## src/rtl/kps_pkg.sv

```systemverilog
// Shared types and constants for the key/payload insertion sorter.
package kps_pkg;

  localparam int MAX_POINTS = 1024;
  localparam int DATA_W     = 32;
  localparam int IDX_W      = 10;
  localparam int CNT_W      = $clog2(MAX_POINTS + 1);

  localparam logic [1:0] CMD_LOAD  = 2'd0;
  localparam logic [1:0] CMD_READ  = 2'd1;
  localparam logic [1:0] CMD_CLEAR = 2'd2;

  // Region of the ring a cell belongs to: empty, pending (ascending from cell 0)
  // or already read (descending from the last cell).
  typedef enum logic [1:0] {
    TAG_EMPTY,
    TAG_BACK,
    TAG_FRONT
  } tag_t;

  typedef enum logic [2:0] {
    OP_HOLD,
    OP_ROTATE,
    OP_LOAD_BACK,
    OP_LOAD_FRONT,
    OP_CLEAR
  } op_t;

  typedef struct packed {
    tag_t               tag;
    logic [DATA_W-1:0]  key;
    logic [DATA_W-1:0]  x;
    logic [DATA_W-1:0]  y;
    logic [DATA_W-1:0]  z;
    logic [IDX_W-1:0]   idx;
  } entry_t;

  typedef struct packed {
    op_t    op;
    entry_t fresh;
  } cell_ctrl_t;

  typedef struct packed {
    entry_t ent;
    logic   gt;
  } cell_link_t;

endpackage

```

## src/rtl/kps_cell.sv

```systemverilog
// One sorter cell: holds an entry and moves it to or from a ring neighbor.
module kps_cell import kps_pkg::*; (
  input  logic       clk,
  input  logic       rst,
  input  cell_ctrl_t ctrl,
  input  logic       is_first,
  input  logic       is_last,
  input  cell_link_t left,
  input  cell_link_t right,
  output cell_link_t self
);

  entry_t ent;
  entry_t ent_next;
  logic   gt;
  logic   gap;
  logic   back_side;
  logic   left_back_disp;
  logic   left_front_disp;

  assign gt        = ent.key > ctrl.fresh.key;
  assign self.ent  = ent;
  assign self.gt   = gt;

  // first empty cell after the pending region
  assign gap       = (ent.tag == TAG_EMPTY) && (is_first || (left.ent.tag == TAG_BACK));
  assign back_side = (ent.tag == TAG_BACK) || gap;

  assign left_back_disp  = !is_first && (left.ent.tag == TAG_BACK) && left.gt;
  assign left_front_disp = !is_first && (left.ent.tag == TAG_FRONT) && left.gt;

  always_comb begin
    ent_next = ent;
    case (ctrl.op)
      OP_ROTATE: begin
        ent_next = right.ent;
        if (is_last) begin
          ent_next.tag = TAG_FRONT;
        end
      end
      OP_LOAD_BACK: begin
        if (((ent.tag == TAG_BACK) && gt) || gap) begin
          if (left_back_disp) begin
            ent_next = left.ent;
          end else begin
            ent_next     = ctrl.fresh;
            ent_next.tag = TAG_BACK;
          end
        end
      end
      OP_LOAD_FRONT: begin
        if ((ent.tag == TAG_FRONT) && gt) begin
          if (left_front_disp) begin
            ent_next = left.ent;
          end else begin
            ent_next     = ctrl.fresh;
            ent_next.tag = TAG_FRONT;
          end
        end else if (back_side) begin
          ent_next     = left.ent;
          ent_next.tag = TAG_BACK;
        end
      end
      OP_CLEAR: begin
        ent_next.tag = TAG_EMPTY;
      end
      default: begin
        ent_next = ent;
      end
    endcase
  end

  always_ff @(posedge clk) begin
    if (rst) begin
      ent.tag <= TAG_EMPTY;
    end else begin
      ent <= ent_next;
    end
  end

endmodule

```

## config.mk

```make
export PLATFORM = sky130hd
export DESIGN_NAME = kps_cell
export DESIGN_NICKNAME = d
export VERILOG_FILES = /design/src/rtl/kps_pkg.sv /design/src/rtl/kps_cell.sv
export SDC_FILE = /design/constraint.sdc
export NUM_CORES = 1
export LEC_CHECK = 0
export BUFFER_PORTS_ARGS = -buffer_cell sky130_fd_sc_hd__buf_4
export CAP_MARGIN = 20
export CORE_AREA = 2 2 222 224
export DETAILED_ROUTE_END_ITERATION = 8
export DIE_AREA = 0 0 224 226
export PLACE_DENSITY_LB_ADDON = 0.25
export SYNTH_ARGS = -nofsm -noshare
export SYNTH_HDL_FRONTEND = slang
export SYNTH_SLANG_ARGS = --single-unit
```

## constraint.sdc

```tcl
create_clock -name clk -period 10.1 [get_ports clk]
set_clock_uncertainty 0.05 [all_clocks]
set_input_delay 1.01 -clock clk [delete_from_list [all_inputs] [get_ports clk]]
set_output_delay 1.01 -clock clk [all_outputs]
set_load 0.1 [all_outputs]
```

# Yosys cells after proc, flatten, opt, wreduce, memory -nomap -nowiden
# Index checks and enable logic that the tools add are counted.
# word_totals
elab_cells,42
ff_bits,140
# classes
muxes,8
eq_ne,10
order_cmp,1
reduce_logical,16
n_bitwise,1
# ops
op,count
2-to-1 mux 140 bit,5
one-hot mux 138 bit (3 select lines),1
> comparator 32 bit,1
one-hot mux 2 bit (4 select lines),1
logical AND 1 bit,7
equality test 3 x 2 -> 1 bit (second input constant),2
equality test 2 x 1 -> 1 bit (second input constant),2
equality test 2 bit (second input constant),2
AND reduction 4 bit,1
nonzero test 4 bit,1
equality test 3 x 1 -> 1 bit (second input constant),1
equality test 3 bit (second input constant),1
logical OR 1 bit,3
!= test 3 bit (second input constant),1
AND reduction 3 bit,1
nonzero test 3 bit,1
zero test 2 bit,1
2-to-1 mux 2 bit,1
!= test 2 bit (second input constant),1
zero test 1 bit,1
NOT 1 bit,1

# Longest topological paths before layout
# logic_depth
depth_word,7
ltp_mapped,11
ltp_nobuf,9

# Worst setup path after synthesis
# Ideal clock, no wire load.
# synth_timing
path_kind,input to register
start,in ctrl[120] in the netlist's numbering
end,"reg ent, in the netlist self[100], enable pin"
n_path_buf,0
path_stages,9
path_slack_ps,218
setup_ps,684
arrival_time_ps,9148
t_required_ps,9366
path_cell_list,inv_1 -> ha_1 -> nand4_1 -> nor4_1 -> a21boi_0 -> o31a_1 -> or2_2 -> a41oi_1 -> o22ai_1
# synth_via
elab_chain_len,5
word_cells_on_any_way,7
classes_between,order compare (1); eq/ne (2); reduce/logical (4)
# synth_lines
element,line,rtl
"start, declared",kps_cell.sv:5,"input cell_ctrl_t ctrl,"
> comparator 32 bit (*),kps_cell.sv:21,assign gt = ent.key > ctrl.fresh.key;
logical AND 1 bit,kps_cell.sv:42,if (((ent.tag == TAG_BACK) && gt) || gap) begin
logical OR 1 bit,kps_cell.sv:42,
!= test 2 bit (no line),n/a,
AND reduction 4 bit (no line) (*),n/a,
"end signal, assigned",kps_cell.sv:77,ent <= ent_next;
"end, declared",kps_cell.sv:13,entry_t ent;
# Every way passes the cells marked *; elsewhere a longest branch is shown, timed or not.
# A chain may end at the register's enable or synchronous reset.

==> out/metrics.cfg <==
[setup_path]
reg2reg_from=self[114]
startpoint_type_of_the_worst_setup_path=primary input
critical_path_class=in -> reg
rr_endpoint=self[81]
crit_path_end=self[81]
worst-path-max-fanout=49
ff2ff_path_depth=10
critPathMostFrequentCell=sky130_fd_sc_hd__buf_4
critPathArrivalTime_ps=4460
worstSetupStartpoint=ctrl[113]
required_arrival_time_at_the_worst_endpoint_ps=10210
critical-path-max-stage-delay_ps=750
critPathSlowestCell=sky130_fd_sc_hd__buf_4
worst_setup_path_end_kind=flop
critical_path_cell_sequence=buf_4 > inv_1 > ha_1 > a21oi_1 > o21ai_1 > a221o_1 > o31a_1 > o211ai_4 > buf_4 > buf_4 > mux2i_1 > o221ai_1
ff2ff_setup_slack_ps=5990

[final_layout]
fillCellCount=5069
largest_reg_flops=140
layout.cells.non_filler=2104
final_area_sq_mm=0.0154
final_core_util_pct=31.8
final_antenna_diode_count=0
area.growth.synth_to_final_pct=51.1
ratio_of_cells_with_drive_above_1_in_the_final_layout_pct=41.2
final_nets=1930

[yosys]
synth_area_per_cell_sq_um=10.7
synth_most_common_cell=sky130_fd_sc_hd__mux2i_1
synth-simple-area-share_pct=8.57
synth_seq_area_share_pct=41.1
post-synth-top-area-cell=sky130_fd_sc_hd__edfxtp_1
netlist_area_sq_mm=0.0102
ys.warnings.count=0
synth_nets=1413
synth_cell_type_count=39
post_synth_fa_ha_maj_area_fraction_pct=3.94
synth_top_cells_by_count=sky130_fd_sc_hd__mux2i_1 (245), sky130_fd_sc_hd__nand2_1 (145), sky130_fd_sc_hd__edfxtp_1 (138), sky130_fd_sc_hd__o221ai_1 (138), sky130_fd_sc_hd__clkbuf_1 (63)
yosys.area.top_type_share_pct=40.7
dominant_combinational_cell_family_by_area_after_synthesis=multiplexers
synth_xor_area_share_pct=0.0861
synth_compound_area_share_pct=15.7
synth_top_cells_by_area=sky130_fd_sc_hd__edfxtp_1 (41%), sky130_fd_sc_hd__mux2i_1 (24%), sky130_fd_sc_hd__o221ai_1 (12%)
synth_async_sr_flop_share_pct=0
ys_dominant_reg_cell=sky130_fd_sc_hd__edfxtp_1
netlist_instances=952
synth-edff-count=138
synth_seq_cells=140
share_of_cell_area_taken_by_muxes_after_synthesis_pct=24.1

[timing]
finalHoldViolations=0
worst-slew-pin-transition_ps=1020
report.final.setup_viol=0
min_period_over_period_pct=43.1
final_max_slew_viol_count=0
timing.final.crit_period_ps=4360
rsz_0062_raised_after_global_routing=false
tns_ps=0
maxClockFrequency_ghz=0.230
slew_headroom_pct=32.1

[cts]
clock_tree.root_cell=sky130_fd_sc_hd__clkbuf_16
tritoncts=yes
setup_bufs_post_cts=0
cts_made_buffers=17
number_of_buffers_inserted_by_hold_repair_at_cts=0
cts_htree_levels=4
postCtsResizedCells=0
cts-root-to-sink-buffers=2
clock-sinks=140
cts_clk_pin_slew_worst_paths_ps=60
worst_skew_pair_later_pin_latency_ps=490

[power_and_ir_drop]
internal_power_uw=1310
design_power_total_uw=2120
total_leakage_power_uw=0.00731
switching_share_pct=38.0
worst_ir_drop_vdd_v=0.0000928
pwr-share-seq_pct=34.0
power_density_mw_per_mm2=138
share_comb_of_total_power_pct=35.9
netSwitchingPower_uw=804
power.share.clock_pct=30.1

[outcome]
result_of_the_run=completed

[drt]
drc=0
detailroute.via_count=10019
drtAntennaViolNets=0
drt_iter0_markers=527
drt-wirelength-per-cell_um=20.1
drt_pass1_iterations=5
avgViaCountPerCell=4.76
finalWirelength_mm=42.2

[placement]
place.gp.congestion=0.818
dp_hpwl_mm=30.8
dpl_cell_area_sq_mm=0.0148
place.detailed.instances=2072
io_buffer_count=566

[die]
placement_rows=81
core_area_sq_mm=0.0483
floorplan.die_area_sq_mm=0.0506
top_level_ports=570
fp.dieH_um=226
die_span_x_um=224
initial_utilization_pct=21.0

[global_route]
largest_net_degree_at_the_start_of_global_routing=139
antenna_violations_before_repair=1
grt_util_all_layers_pct=16.1
grt_pass1_vias=9980
grt_first_pass_wirelength_mm=61.3
grt-ovfl-total=0

[flow_run]
maxCapViolCount=0

[worst_hold_path]
hold_class=reg -> reg

-- worst max-delay path, delay by kind of cell --
family                     cells  cell delay, ps
AOI/OAI and AO/OA              6            1410
adders and majority gates      1             300
buffers and inverters          4            1300
muxes                          1             280
-- per-stage QoR --
step                      hold WS, ps  worst slack, ps
after detailed placement          529             5270
after global placement            513             5320
after floorplan                   938              218
after CTS                         537             5810
after global routing              578             5570
final                             530             5740
-- power groups by stage --
| stage | clock network [uW] | logic, uW | registers (uW) |
|---|---|---|---|
| finish | 638 | 759 | 719 |
| global route | 681 | 802 | 723 |
| CTS | 663 | 766 | 720 |
| detailed placement | 0 | 765 | 732 |
| global placement | 0 | 758 | 731 |
| floorplan | 0 | 203 | 1040 |
-- cell usage in the layout, fill, tap and decap left out, types with 2 or more instances in the layout --
cell type / netlist / layout
sky130_fd_sc_hd__o21ai_0: 5 / 5
sky130_fd_sc_hd__o221ai_1: 138 / 138
sky130_fd_sc_hd__a21oi_1: 51 / 51
sky130_fd_sc_hd__mux2i_1: 245 / 245
sky130_fd_sc_hd__nor3_1: 4 / 4
sky130_fd_sc_hd__clkbuf_16: 0 / 17
sky130_fd_sc_hd__clkinv_1: 0 / 2
sky130_fd_sc_hd__or2_2: 2 / 2
sky130_fd_sc_hd__clkbuf_1: 63 / 7
sky130_fd_sc_hd__a21o_1: 2 / 2
sky130_fd_sc_hd__nor2_1: 37 / 37
sky130_fd_sc_hd__buf_4: 2 / 578
sky130_fd_sc_hd__edfxtp_1: 138 / 138
sky130_fd_sc_hd__dfxtp_1: 2 / 2
sky130_fd_sc_hd__nand2b_1: 5 / 3
sky130_fd_sc_hd__inv_1: 34 / 34
sky130_fd_sc_hd__nand2_1: 145 / 145
sky130_fd_sc_hd__clkinv_2: 0 / 2
sky130_fd_sc_hd__nand4_1: 6 / 6
sky130_fd_sc_hd__o211ai_1: 2 / 2
sky130_fd_sc_hd__ha_1: 32 / 32
sky130_fd_sc_hd__nand2b_4: 0 / 2
sky130_fd_sc_hd__nand3_1: 4 / 4
sky130_fd_sc_hd__bufinv_16: 0 / 2
-- cell type report --
| class | count | area (sq um) | area share [%] |
|---|---|---|---|
| multi-input cells | 697 | 5370 | 35.0 |
| repair buffers | 579 | 4360 | 28.4 |
| inverters | 34 | 128 | 0.830 |
| clock buffers | 24 | 452 | 2.94 |
| flip-flops and latches | 140 | 4180 | 27.2 |
| clock inverters | 8 | 93.8 | 0.611 |
| well taps | 622 | 778 | 5.06 |
-- cell families (layout without fill, tap and decap cells) --
logic type      after synthesis  after routing
compound gates              207            207
xor+xnor                      1              1
fa+ha+maj                    32             32
buf+inv                     115            645
flops                       140            140
mux                         245            245
simple gates                212            212
-- worst min-delay path by stage --
stage	start	to	cells after the start
final	self[140]	self[140]	2
after global routing	self[139]	self[139]	2
after CTS	self[140]	self[140]	2
after detailed placement	self[140]	self[140]	2
after global placement	self[140]	self[140]	2
after floorplan	self[140]	self[140]	2
-- metal layers --
metal | vias to the layer above | global-route usage (%) | wire, um
met3 | 49 | 5.23 | 3270
met5 | - | 0 | 12
li1 | 4759 | - | -
met4 | 2 | 5.59 | 817
met1 | 4818 | 18.9 | 16900
met2 | 391 | 27.6 | 21300
No activity file was read; power rests on OpenSTA's default activity.
